**config.mk**
```make
export PLATFORM = sky130hd
export DESIGN_NAME = graph_node_rewire_engine
export DESIGN_NICKNAME = d
export VERILOG_FILES = /design/src/design/gre_pkg.sv /design/src/design/graph_node_rewire_engine.sv /design/src/design/gre_row_mem.sv /design/src/design/gre_seq.sv
export SDC_FILE = /design/constraint.sdc
export NUM_CORES = 2
export LEC_CHECK = 0
export CAP_MARGIN = 20
export CELL_PAD_IN_SITES_DETAIL_PLACEMENT = 2
export CELL_PAD_IN_SITES_GLOBAL_PLACEMENT = 2
export CORE_UTILIZATION = 41
export DETAILED_ROUTE_END_ITERATION = 6
export DONT_BUFFER_PORTS = 1
export PLACE_DENSITY_LB_ADDON = 0.2
export SLEW_MARGIN = 20
export SYNTH_ARGS = -nofsm -noshare
export SYNTH_HDL_FRONTEND = slang
export SYNTH_SLANG_ARGS = --single-unit
export TNS_END_PERCENT = 1
```
**constraint.sdc**
```tcl
create_clock -name clk -period 5.52 [get_ports clk]
set_input_delay 1.38 -clock clk [delete_from_list [all_inputs] [get_ports clk]]
set_output_delay 1.38 -clock clk [all_outputs]
set_load 0.005 [all_outputs]
```
**src/design/gre_pkg.sv**
```systemverilog
// shared types, constants and codes of the graph node rewire engine
package gre_pkg;

    // graph size and field widths
    localparam int NODE_COUNT = 32;
    localparam int NODE_W     = 5;
    localparam int ROW_W      = 32;
    localparam int PROB_W     = 17;
    localparam int DRAW_W     = 16;
    localparam int KIND_W     = 2;

    // configuration port
    localparam int ADDR_W = 3;
    localparam int DATA_W = 32;

    // register index taken from the word address bit
    localparam logic REG_PROB = 1'b0;

    // request types
    localparam logic REQ_REWIRE = 1'b0;
    localparam logic REQ_LOAD   = 1'b1;

    // result kinds
    localparam logic [KIND_W-1:0] KIND_REMOVED = 2'd0;
    localparam logic [KIND_W-1:0] KIND_ADDED   = 2'd1;
    localparam logic [KIND_W-1:0] KIND_NONE    = 2'd2;
    localparam logic [KIND_W-1:0] KIND_EQUAL   = 2'd3;

    typedef logic [NODE_W-1:0] node_t;
    typedef logic [ROW_W-1:0]  row_t;

    // bits of a row that name existing nodes
    localparam row_t NODE_MASK = {ROW_W{1'b1}} >> (ROW_W - NODE_COUNT);

    // access request from the sequencer to the adjacency memory
    typedef struct packed {
        logic  rd_en;
        node_t rd_addr;
        logic  wr_en;
        node_t wr_addr;
        row_t  wr_data;
    } mem_req_t;

endpackage

```
**src/design/graph_node_rewire_engine.sv**
```systemverilog
// Graph node rewire engine: keeps a 32-node undirected graph as an adjacency bit
// matrix in a one-port-read, one-port-write row memory that is empty after reset
// (per-row valid flags, no clearing pass). A request is taken when start is high
// and busy is low; each result is shown for one cycle with result_valid and
// cannot be held off. Timing is set by the row memory, which does one
// read-modify-write of a neighbor row per cycle. Requests with equal or
// invalid nodes, loads, empty rewire events and plain rewires of a node
// without edges need no neighbor walk; a rewire walks the rows of the
// removed neighbors of i and then the rows of the copied neighbors of j
// (neither set can hold more than 30 rows when rewiring).
module graph_node_rewire_engine
    import gre_pkg::*;
(
    input  logic              clk,
    input  logic              rst_n,
    input  logic              psel,
    input  logic              penable,
    input  logic              pwrite,
    input  logic [ADDR_W-1:0] paddr,
    input  logic [DATA_W-1:0] pwdata,
    output logic [DATA_W-1:0] prdata,
    output logic              pready,
    input  logic              start,
    output logic              busy,
    input  logic              req_type,
    input  node_t             node_i,
    input  node_t             node_j,
    input  logic [DRAW_W-1:0] random_draw,
    output logic              result_valid,
    output logic [KIND_W-1:0] kind,
    output node_t             node_low,
    output node_t             node_high,
    output logic              last
);

    logic [PROB_W-1:0] prob_reg;
    logic              cfg_write;
    mem_req_t          mem_req;
    row_t              rd_data;

    // configuration register write
    assign cfg_write = psel && penable && pwrite && (paddr[ADDR_W-1] == REG_PROB);

    always_ff @(posedge clk or negedge rst_n)
    begin
        if (!rst_n)
        begin
            prob_reg <= '0;
        end
        else if (cfg_write)
        begin
            prob_reg <= pwdata[PROB_W-1:0];
        end
    end

    // register readback
    assign prdata = (paddr[ADDR_W-1] == REG_PROB) ? DATA_W'(prob_reg) : '0;
    assign pready = 1'b1;

    // request sequencer
    gre_seq u_seq
    (
        .clk                (clk),
        .rst_n              (rst_n),
        .start              (start),
        .req_type           (req_type),
        .node_i             (node_i),
        .node_j             (node_j),
        .random_draw        (random_draw),
        .rewire_probability (prob_reg),
        .busy               (busy),
        .mem_req            (mem_req),
        .rd_data            (rd_data),
        .result_valid       (result_valid),
        .kind               (kind),
        .node_low           (node_low),
        .node_high          (node_high),
        .last               (last)
    );

    // adjacency rows
    gre_row_mem u_mem
    (
        .clk     (clk),
        .rst_n   (rst_n),
        .req     (mem_req),
        .rd_data (rd_data)
    );

endmodule

```
**src/design/gre_row_mem.sv**
```systemverilog
// adjacency row memory with per-row valid flags and write-to-read forwarding
module gre_row_mem
    import gre_pkg::*;
(
    input  logic     clk,
    input  logic     rst_n,
    input  mem_req_t req,
    output row_t     rd_data
);

    row_t                  mem [NODE_COUNT];
    logic [NODE_COUNT-1:0] row_valid_reg;
    row_t                  rd_data_reg;

    // row storage, one write port
    always_ff @(posedge clk)
    begin
        if (req.wr_en)
        begin
            mem[req.wr_addr] <= req.wr_data;
        end
    end

    // valid flags, cleared at reset so the graph starts empty
    always_ff @(posedge clk or negedge rst_n)
    begin
        if (!rst_n)
        begin
            row_valid_reg <= '0;
        end
        else if (req.wr_en)
        begin
            row_valid_reg[req.wr_addr] <= 1'b1;
        end
    end

    // registered read, a same-cycle write to the same row is forwarded
    always_ff @(posedge clk)
    begin
        if (req.rd_en)
        begin
            if (req.wr_en && (req.wr_addr == req.rd_addr))
            begin
                rd_data_reg <= req.wr_data;
            end
            else if (row_valid_reg[req.rd_addr])
            begin
                rd_data_reg <= mem[req.rd_addr];
            end
            else
            begin
                rd_data_reg <= '0;
            end
        end
    end

    assign rd_data = rd_data_reg;

endmodule

```
**src/design/gre_seq.sv**
```systemverilog
// request sequencer: walks neighbor rows with one read-modify-write per cycle
module gre_seq
    import gre_pkg::*;
(
    input  logic              clk,
    input  logic              rst_n,
    input  logic              start,
    input  logic              req_type,
    input  node_t             node_i,
    input  node_t             node_j,
    input  logic [DRAW_W-1:0] random_draw,
    input  logic [PROB_W-1:0] rewire_probability,
    output logic              busy,
    output mem_req_t          mem_req,
    input  row_t              rd_data,
    output logic              result_valid,
    output logic [KIND_W-1:0] kind,
    output node_t             node_low,
    output node_t             node_high,
    output logic              last
);

    // state codes
    localparam logic [3:0] S_IDLE    = 4'd0;
    localparam logic [3:0] S_LOAD_I  = 4'd1;
    localparam logic [3:0] S_LOAD_J  = 4'd2;
    localparam logic [3:0] S_CHECK   = 4'd3;
    localparam logic [3:0] S_GETJ    = 4'd4;
    localparam logic [3:0] S_REMOVE  = 4'd5;
    localparam logic [3:0] S_ADD     = 4'd6;
    localparam logic [3:0] S_JOIN_J  = 4'd7;
    localparam logic [3:0] S_WRITE_I = 4'd8;

    // lowest set bit of a row
    function automatic node_t lowest_bit(input row_t v);
        node_t idx;
        idx = '0;
        for (int k = ROW_W - 1; k >= 0; k--)
        begin
            if (v[k])
            begin
                idx = node_t'(k);
            end
        end
        return idx;
    endfunction

    logic [3:0]        state_reg, state_next;
    node_t             node_i_reg, node_i_next;
    node_t             node_j_reg, node_j_next;
    logic              rewiring_reg, rewiring_next;
    row_t              scan_reg, scan_next;
    row_t              copy_reg, copy_next;
    row_t              rowj_reg, rowj_next;
    row_t              acc_reg, acc_next;
    logic              pend_reg, pend_next;
    node_t             pend_addr_reg, pend_addr_next;

    logic              result_valid_reg;
    logic [KIND_W-1:0] kind_reg;
    node_t             node_low_reg, node_high_reg;
    logic              last_reg;

    logic              emit_en;
    logic [KIND_W-1:0] emit_kind;
    node_t             emit_a, emit_b;
    logic              emit_last;

    row_t              bit_i, bit_j;
    node_t             scan_low;
    logic              out_of_range;

    assign bit_i        = row_t'(1) << node_i_reg;
    assign bit_j        = row_t'(1) << node_j_reg;
    assign scan_low     = lowest_bit(scan_reg);
    assign out_of_range = ({1'b0, node_i} >= (NODE_W + 1)'(NODE_COUNT))
                       || ({1'b0, node_j} >= (NODE_W + 1)'(NODE_COUNT));

    // next state and memory requests
    always_comb
    begin
        state_next     = state_reg;
        node_i_next    = node_i_reg;
        node_j_next    = node_j_reg;
        rewiring_next  = rewiring_reg;
        scan_next      = scan_reg;
        copy_next      = copy_reg;
        rowj_next      = rowj_reg;
        acc_next       = acc_reg;
        pend_next      = pend_reg;
        pend_addr_next = pend_addr_reg;
        mem_req        = '0;
        emit_en        = 1'b0;
        emit_kind      = KIND_NONE;
        emit_a         = '0;
        emit_b         = '0;
        emit_last      = 1'b0;

        case (state_reg)
            S_IDLE:
            begin
                if (start)
                begin
                    node_i_next   = node_i;
                    node_j_next   = node_j;
                    rewiring_next = {1'b0, random_draw} < rewire_probability;
                    if (out_of_range)
                    begin
                        emit_en   = 1'b1;
                        emit_last = 1'b1;
                    end
                    else if (node_i == node_j)
                    begin
                        emit_en   = 1'b1;
                        emit_kind = KIND_EQUAL;
                        emit_a    = node_i;
                        emit_b    = node_i;
                        emit_last = 1'b1;
                    end
                    else
                    begin
                        mem_req.rd_en   = 1'b1;
                        mem_req.rd_addr = node_i;
                        state_next      = (req_type == REQ_LOAD) ? S_LOAD_I : S_CHECK;
                    end
                end
            end

            // load: set bit j in row i, fetch row j
            S_LOAD_I:
            begin
                mem_req.wr_en   = 1'b1;
                mem_req.wr_addr = node_i_reg;
                mem_req.wr_data = rd_data | bit_j;
                mem_req.rd_en   = 1'b1;
                mem_req.rd_addr = node_j_reg;
                state_next      = S_LOAD_J;
            end

            // load: set bit i in row j and report the edge
            S_LOAD_J:
            begin
                mem_req.wr_en   = 1'b1;
                mem_req.wr_addr = node_j_reg;
                mem_req.wr_data = rd_data | bit_i;
                emit_en         = 1'b1;
                emit_kind       = KIND_ADDED;
                emit_a          = node_i_reg;
                emit_b          = node_j_reg;
                emit_last       = 1'b1;
                state_next      = S_IDLE;
            end

            // rewire: row i is here, decide empty event or walk
            S_CHECK:
            begin
                if ((rewiring_reg && rd_data[node_j_reg])
                    || (!rewiring_reg && ((rd_data & NODE_MASK) == '0)))
                begin
                    emit_en    = 1'b1;
                    emit_last  = 1'b1;
                    state_next = S_IDLE;
                end
                else
                begin
                    scan_next       = rd_data & NODE_MASK;
                    mem_req.rd_en   = 1'b1;
                    mem_req.rd_addr = node_j_reg;
                    state_next      = S_GETJ;
                end
            end

            // capture row j for the copy phase
            S_GETJ:
            begin
                rowj_next  = rd_data;
                copy_next  = rd_data & NODE_MASK & ~bit_i;
                acc_next   = '0;
                pend_next  = 1'b0;
                state_next = S_REMOVE;
            end

            // remove edges of i: read neighbor row, clear bit i next cycle
            S_REMOVE:
            begin
                if (pend_reg)
                begin
                    mem_req.wr_en   = 1'b1;
                    mem_req.wr_addr = pend_addr_reg;
                    mem_req.wr_data = rd_data & ~bit_i;
                    emit_en         = 1'b1;
                    emit_kind       = KIND_REMOVED;
                    emit_a          = node_i_reg;
                    emit_b          = pend_addr_reg;
                    emit_last       = !rewiring_reg && (scan_reg == '0);
                end
                if (scan_reg != '0)
                begin
                    mem_req.rd_en   = 1'b1;
                    mem_req.rd_addr = scan_low;
                    scan_next       = scan_reg & ~(row_t'(1) << scan_low);
                    pend_next       = 1'b1;
                    pend_addr_next  = scan_low;
                end
                else
                begin
                    pend_next = 1'b0;
                    if (!pend_reg)
                    begin
                        if (rewiring_reg)
                        begin
                            scan_next  = copy_reg;
                            state_next = S_ADD;
                        end
                        else
                        begin
                            state_next = S_WRITE_I;
                        end
                    end
                end
            end

            // copy neighbors of j: read neighbor row, set bit i next cycle
            S_ADD:
            begin
                if (pend_reg)
                begin
                    mem_req.wr_en   = 1'b1;
                    mem_req.wr_addr = pend_addr_reg;
                    mem_req.wr_data = rd_data | bit_i;
                    acc_next        = acc_reg | (row_t'(1) << pend_addr_reg);
                    emit_en         = 1'b1;
                    emit_kind       = KIND_ADDED;
                    emit_a          = node_i_reg;
                    emit_b          = pend_addr_reg;
                end
                if (scan_reg != '0)
                begin
                    mem_req.rd_en   = 1'b1;
                    mem_req.rd_addr = scan_low;
                    scan_next       = scan_reg & ~(row_t'(1) << scan_low);
                    pend_next       = 1'b1;
                    pend_addr_next  = scan_low;
                end
                else
                begin
                    pend_next = 1'b0;
                    if (!pend_reg)
                    begin
                        state_next = S_JOIN_J;
                    end
                end
            end

            // join i to j last
            S_JOIN_J:
            begin
                mem_req.wr_en   = 1'b1;
                mem_req.wr_addr = node_j_reg;
                mem_req.wr_data = rowj_reg | bit_i;
                acc_next        = acc_reg | bit_j;
                emit_en         = 1'b1;
                emit_kind       = KIND_ADDED;
                emit_a          = node_i_reg;
                emit_b          = node_j_reg;
                emit_last       = 1'b1;
                state_next      = S_WRITE_I;
            end

            // write the new row of i
            S_WRITE_I:
            begin
                mem_req.wr_en   = 1'b1;
                mem_req.wr_addr = node_i_reg;
                mem_req.wr_data = acc_reg;
                state_next      = S_IDLE;
            end

            default:
            begin
                state_next = S_IDLE;
            end
        endcase
    end

    // control registers
    always_ff @(posedge clk or negedge rst_n)
    begin
        if (!rst_n)
        begin
            state_reg        <= S_IDLE;
            pend_reg         <= 1'b0;
            result_valid_reg <= 1'b0;
        end
        else
        begin
            state_reg        <= state_next;
            pend_reg         <= pend_next;
            result_valid_reg <= emit_en;
        end
    end

    // working registers
    always_ff @(posedge clk)
    begin
        node_i_reg    <= node_i_next;
        node_j_reg    <= node_j_next;
        rewiring_reg  <= rewiring_next;
        scan_reg      <= scan_next;
        copy_reg      <= copy_next;
        rowj_reg      <= rowj_next;
        acc_reg       <= acc_next;
        pend_addr_reg <= pend_addr_next;
    end

    // result register, edge reported as a sorted pair
    always_ff @(posedge clk)
    begin
        if (emit_en)
        begin
            kind_reg      <= emit_kind;
            node_low_reg  <= (emit_a < emit_b) ? emit_a : emit_b;
            node_high_reg <= (emit_a < emit_b) ? emit_b : emit_a;
            last_reg      <= emit_last;
        end
    end

    assign busy         = (state_reg != S_IDLE);
    assign result_valid = result_valid_reg;
    assign kind         = kind_reg;
    assign node_low     = node_low_reg;
    assign node_high    = node_high_reg;
    assign last         = last_reg;

`ifndef NO_ASSERTIONS
    // neighbor walks never touch the row of i itself
    assert property (@(posedge clk) disable iff (!rst_n)
        ((state_reg == S_REMOVE) || (state_reg == S_ADD)) && mem_req.wr_en
        |-> (mem_req.wr_addr != node_i_reg))
    else $error("neighbor walk wrote row of node i");

    // a pending row read exists only inside a neighbor walk
    assert property (@(posedge clk) disable iff (!rst_n)
        pend_reg |-> ((state_reg == S_REMOVE) || (state_reg == S_ADD)))
    else $error("pending read outside neighbor walk");

    // reported edges are strictly ordered pairs
    assert property (@(posedge clk) disable iff (!rst_n)
        result_valid_reg && ((kind_reg == KIND_ADDED) || (kind_reg == KIND_REMOVED))
        |-> (node_low_reg < node_high_reg))
    else $error("edge reported with unordered ends");

    // the copy walk never visits node i or node j
    assert property (@(posedge clk) disable iff (!rst_n)
        (state_reg == S_ADD) |-> (!scan_reg[node_i_reg] && !scan_reg[node_j_reg]))
    else $error("copy walk includes an end node");
`endif

endmodule
```
Word level (Yosys, flattened, before mapping)
Memories as Yosys holds them, arrays and structs flattened.
Cells that the tools add are included.
{ "op_classes": {"addsub": 0, "n_mul": 0, "div": 0, "order_cmp": 6, "n_eq_ne": 21, "shift": 4, "n_mux": 91, "bitwise": 11, "n_reduce_logical": 25} }
{ "ops": {"columns": ["operator", "count"], "rows": [
  ["two-way mux 32 bit", 8],
  ["one-hot mux 38 bit (6 select lines)", 1],
  ["OR 32 bit", 6],
  ["one-hot mux 32 bit (3 select lines)", 2],
  ["two-way mux 5 bit", 38],
  ["left shift 1 x 5 -> 32 bit (first input constant)", 4],
  ["two-way mux 38 bit", 2],
  ["AND 32 bit", 2],
  ["logical NOT 32 bit", 2],
  ["NOT 32 bit", 2],
  ["nonzero test 32 bit", 1],
  ["one-hot mux 5 bit (3 select lines)", 2],
  ["two-way mux 4 bit", 7],
  ["one-hot mux 4 bit (7 select lines)", 1],
  ["two-way mux 6 bit", 4],
  ["one-hot mux 6 bit (4 select lines)", 1],
  ["< comparator 5 x 6 -> 1 bit (second input constant)", 3],
  ["< comparator 16 x 17 -> 1 bit", 1],
  ["two-way mux 17 bit", 1],
  ["equality test 4 x 3 -> 1 bit (second input constant)", 4],
  ["inequality test 2 bit (second input constant)", 7],
  ["two-way mux 1 bit", 12],
  ["binary-select mux 1 bit (select 5 bit)", 2],
  ["equality test 5 bit", 2],
  ["26 further kinds", 43]
]} }
{ "word_totals": {"reg_bits": 244, "latch_bits": 0, "ram_bits": 1024, "romBits": 0, "in_bits": 68, "output_inout_bits": 48, "wordCells": 177, "mem_count": 1} }
{ "mem_list": {"columns": ["name", "words", "word_bits", "read_ports", "rd_ports_with_merged_regs", "write_ports", "line_no", "text"], "rows": [
  ["u_mem.mem", 32, 32, 1, 0, 1, "gre_row_mem.sv:11", "row_t mem [NODE_COUNT];"]
]} }

Depth between registers and ports, before layout
{ "depth": {"depth_word": 38, "ltp_mapped": 17, "ltp_nobuf": 14} }

Cells and area by module
A second synthesis with hierarchy kept.
{ "unflattened": {"cells_unflattened": 3213, "area_unflattened_um2": 53949.2} }
{ "modules_own_cells": {"columns": ["mod", "instances", "cells_per_inst", "area_each_um2", "seq_area_each_um2"], "rows": [
  ["gre_row_mem", 1, 2004, 42395.7, 32511.2],
  ["gre_seq", 1, 1137, 10617.7, 4864.7],
  ["graph_node_rewire_engine", 1, 72, 935.9, 425.4]
]} }

Worst setup path before layout
No wires, ideal clock.
{ "synth_timing": {"kind": "reg-to-reg", "start": "reg u_seq.state_reg[3]", "end": "reg u_seq.copy_reg[0], enable pin", "setup_ns": 0.564, "arrival_ns": 5.279, "required_time_ns": 4.956, "slack_ns": -0.324, "stages_incl_launch_ff": 5, "path_buffers": 2, "synth_period_minus_slack_ns": 5.844, "cell_sequence": "dfrtp_1 clkbuf_1 nand2b_1 clkbuf_1 nor3_1"} }
{ "synth_between": {"elab_chain_len": 1} }
{ "synth_lines": {"columns": ["element", "line_no", "text"], "rows": [
  ["start: declaration", "gre_seq.sv:48", "logic [3:0] state_reg, state_next;"],
  ["start signal: assignment", "gre_seq.sv:297", "state_reg <= state_next;"],
  ["equality test 4 x 3 -> 1 bit", "gre_seq.sv:99", "case (state_reg)"],
  ["end signal: assignment", "gre_seq.sv:310", "copy_reg <= copy_next;"],
  ["end: declaration", "gre_seq.sv:53", "row_t copy_reg, copy_next;"]
]} }
Every way passes these cells.
A chain may end at the register's enable or synchronous reset.

Worst setup path in the final report
{ "layout_timing": {"start": "reg u_seq.scan_reg[4]", "end": "reg u_mem.rd_data_reg[20] (netlist: u_mem.rd_data[20]) (data pin)"} }
{ "layout_between": {"elab_chain_len": 11, "word_cells_on_any_way": 15, "classes_between": "eq/ne: 1; mux: 11; reduce/logical: 2; memory: 1"} }
{ "layout_lines": {"columns": ["element", "line_no", "text"], "rows": [
  ["start: declaration", "gre_seq.sv:52", "row_t scan_reg, scan_next;"],
  ["start signal: assignment", "gre_seq.sv:309", "scan_reg <= scan_next;"],
  ["two-way mux 5 bit (5 in series)", "gre_seq.sv:40", "if (v[k])"],
  ["two-way mux 6 bit (*)", "gre_seq.sv:197, gre_seq.sv:237", null],
  ["one-hot mux 6 bit (4 select lines) (*)", "gre_seq.sv:99", null],
  ["binary-select mux 1 bit (select 5 bit)", "gre_row_mem.sv:46", "else if (row_valid_reg[req.rd_addr])"],
  ["two-way mux 1 bit (not written as such)", "gre_row_mem.sv:46", null],
  ["two-way mux 32 bit", "gre_row_mem.sv:46", null],
  ["two-way mux 32 bit (*)", "gre_row_mem.sv:42", "if (req.wr_en && (req.wr_addr == req.rd_addr))"],
  ["end signal: assignment", "gre_row_mem.sv:44", "rd_data_reg <= req.wr_data;"],
  ["end signal: assignment", "gre_row_mem.sv:48", "rd_data_reg <= mem[req.rd_addr];"],
  ["end: declaration", "gre_row_mem.sv:13", "row_t rd_data_reg;"]
]} }
Mark *: on every way between the ends. The rest lies on a longest branch, timed or not. The select of a mux whose other input is x is not followed.

==> metrics <==
P_int=0.0256 W; DRT antenna net count=0; cts bufs inserted=143; commonest non-fill, non-tap cell in the layout=edfxtp_1; EDFF count, synth=1,213; hpwl dp=124 mm; global-route wire length before repair=294 mm; DRT iter0 DRCs=3,699; sequential share of power=35.2%; syn avg cell area=13.2 um2; GRT Util Overall=31.1%; Max VDD drop=693 uV; post-synthesis sequential area ratio=70.4%; area of the multi-input gates=15,000 um2; RSZ-0062 raised after global routing=no; via count=38.0k; layout cells sized above 1=13.6%; initial antenna violation count=6; CP top delay family=compound AO/OA/AOI/OAI gates; CORE AREA=130,000 um2; Logic pwr share=43.4%; Skew-Pair Late Insertion Delay=0.79 ns; Final Hold Viols=0; Ports=116; worst setup margin=0.121 ns; CTS H-tree lvls=4; Seq. cell area=37,800 um2; top_reg_cell synth=edfxtp_1; most used cell, CP=buf_12; Hold Path Class=input port to asynchronous set/reset pin; warnings from Yosys=0; outcome=completed; Worst Path Buf+Inv=4; Startpoint Class=flip-flop; full die area=132,000 um2; final core occ=47.7%; CP Capture Type=flip-flop; grt ovf=0; post-synthesis cell count=4,057; Post-Route WL=207 mm; Largest Register=u_mem.mem; largest net degree at the start of global routing=82; crit-path max cell delay=0.89 ns; library cells used by synthesis=81; Worst Path Arrival=6.05 ns; Fillers=12.5k; Reg clk slew, reported paths=0.06 ns; max reg flops=1,024; port bufs=0; CTS sink cnt=1,268; Lkg Pwr=21.3 nW; synth-to-layout area growth=15.2%; Post-Syn Area=53,700 um2; fin crit share=97.8%; Crit-path slowest cell=a2111oi_1; Starting Density=41.4%; Psw=0.0191 W; max-slew violations=0; drt pass-1 iters=5; clock network power share=21.3%; Power Density=722 nW/um2; Die Ht=364 um; setup TNS=0 ns; GPL Wtd Cong=0.865; Chip Width=364 um; most frequent cells in the layout=1,213 x edfxtp_1, 827 x nand2_1, 190 x buf_4; hold buffers post-CTS=0; DRC=0; Clock Skew=0.0286 ns; switching share of power=42.7%; number of synthesized register bits=1,268; Tightest Pin Transition=1.14 ns; pre-CTS setup slack=0.0128 ns; clock tree root buffer cell=clkbuf_16; crit-path cells=nor4_1 > nand4_1 > o21ai_4 > inv_2 > a211oi_4 > buf_12 > buf_4 > buf_12 > nand2_1 > and3_1 > a31oi_1 > o22ai_1 > a2111oi_1 > a22o_1; Max Buffers Root-to-Sink=3; MaxCap Viol Count=0; Final setup viols=0; vias per cell=6.29; Site Rows=132; WP data required=6.17 ns; critical path type=flip-flop to flip-flop; fin crit period=5.40 ns; Final #Nets=4,267; TritonCTS clock tree=built; vias in the first global route=40.3k; Async S/R FF share, synth=4.34%; DR WL/cell=34.3 um; Highest Clock Rate=185 MHz; crit-path max FO=34; Max-Slew Margin vs Limit=23.8%
[path summary, 6_finish.rpt]
kind,start,endpoint,slack (ns),cells after the start
worst max-delay path,u_seq.scan_reg[4],u_mem.rd_data[20],0.12,14
worst min-delay path,rst_n,u_mem.row_valid_reg[13],0.28,0
min in group clk,u_mem.row_valid_reg[16],u_mem.row_valid_reg[16],0.47,1
max in group asynchronous,rst_n,u_mem.row_valid_reg[20],5.12,0
worst max register to register,u_seq.scan_reg[4],u_mem.rd_data[20],0.12,14
worst min register to register,u_mem.row_valid_reg[16],u_mem.row_valid_reg[16],0.47,1
[timing repair]
action / 4_1_cts / 5_1_grt
endpoints found under the setup margin: 1 / 5
setup buffers: 0 / 0
gates resized for setup: 1 / 4
[metrics by stage]
step / hold slack [ns] / cell area [um2] / instances / total power [W]
CTS: 0.236 / 61800 / 6034 / 0.0445
detailed placement: 0.456 / 57200 / 5775 / 0.0346
finish: 0.282 / 61900 / 6038 / 0.0447
floorplan: 0.430 / 53800 / 4071 / 0.0259
global placement: 0.448 / 57200 / 5775 / 0.0336
global route: 0.259 / 61900 / 6036 / 0.0460
[cells in the mapped netlist (35+ instances only)]
master	count	area [um2]
nand2_1	831	3120
a22oi_1	40	300
a32oi_1	51	447
nor2b_1	42	263
buf_4	38	285
mux2i_1	183	1830
edfxtp_1	1213	36400
inv_1	40	150
a21oi_1	82	410
a22o_1	35	307
o221ai_1	52	455
and3_1	68	425
nand3_1	188	941
o21ai_0	86	430
buf_2	69	345
clkbuf_1	123	462
o22ai_1	68	425
dfrtp_1	55	1380
nor2_1	218	818
o211ai_1	37	278
a31oi_1	118	738
or2_2	37	231
[power by group through the flow]
stage	Clock [W]	Combinational [W]	Sequential [W]
2_1_floorplan	0	0.0106	0.0153
3_3_place_gp	0	0.0178	0.0157
3_5_place_dp	0	0.0188	0.0159
4_1_cts	0.00963	0.0192	0.0157
5_1_grt	0.00996	0.0202	0.0158
6_report	0.00953	0.0194	0.0157
[layout make-up]
class | count | share of cell area, %
sequential | 1268 | 61.1
multi-input combinational | 2500 | 24.3
clock buffer | 182 | 6.09
tap | 1742 | 3.52
timing repair buffer | 226 | 3.47
clock inverter | 77 | 1.30
inverter | 41 | 0.249
antenna | 2 | 0.00809
[cells by family after synthesis]
kind of cell | Yosys count | synth area share, %
compound gates | 712 | 9.42
flops | 1268 | 70.4
simple gates | 1531 | 12.6
fa+ha+maj | 19 | 0.443
buf+inv | 303 | 2.78
other cells | 2 | 0.0140
mux | 213 | 4.19
xor+xnor | 9 | 0.147
[per-layer routing]
metal	global-route usage [%]	part of all wire, %
met5	0	0.0063
met3	4.38	6.6
met1	40.9	41
met2	51.6	49
met4	13.3	4.2
(Power assumes the default switching activity.)
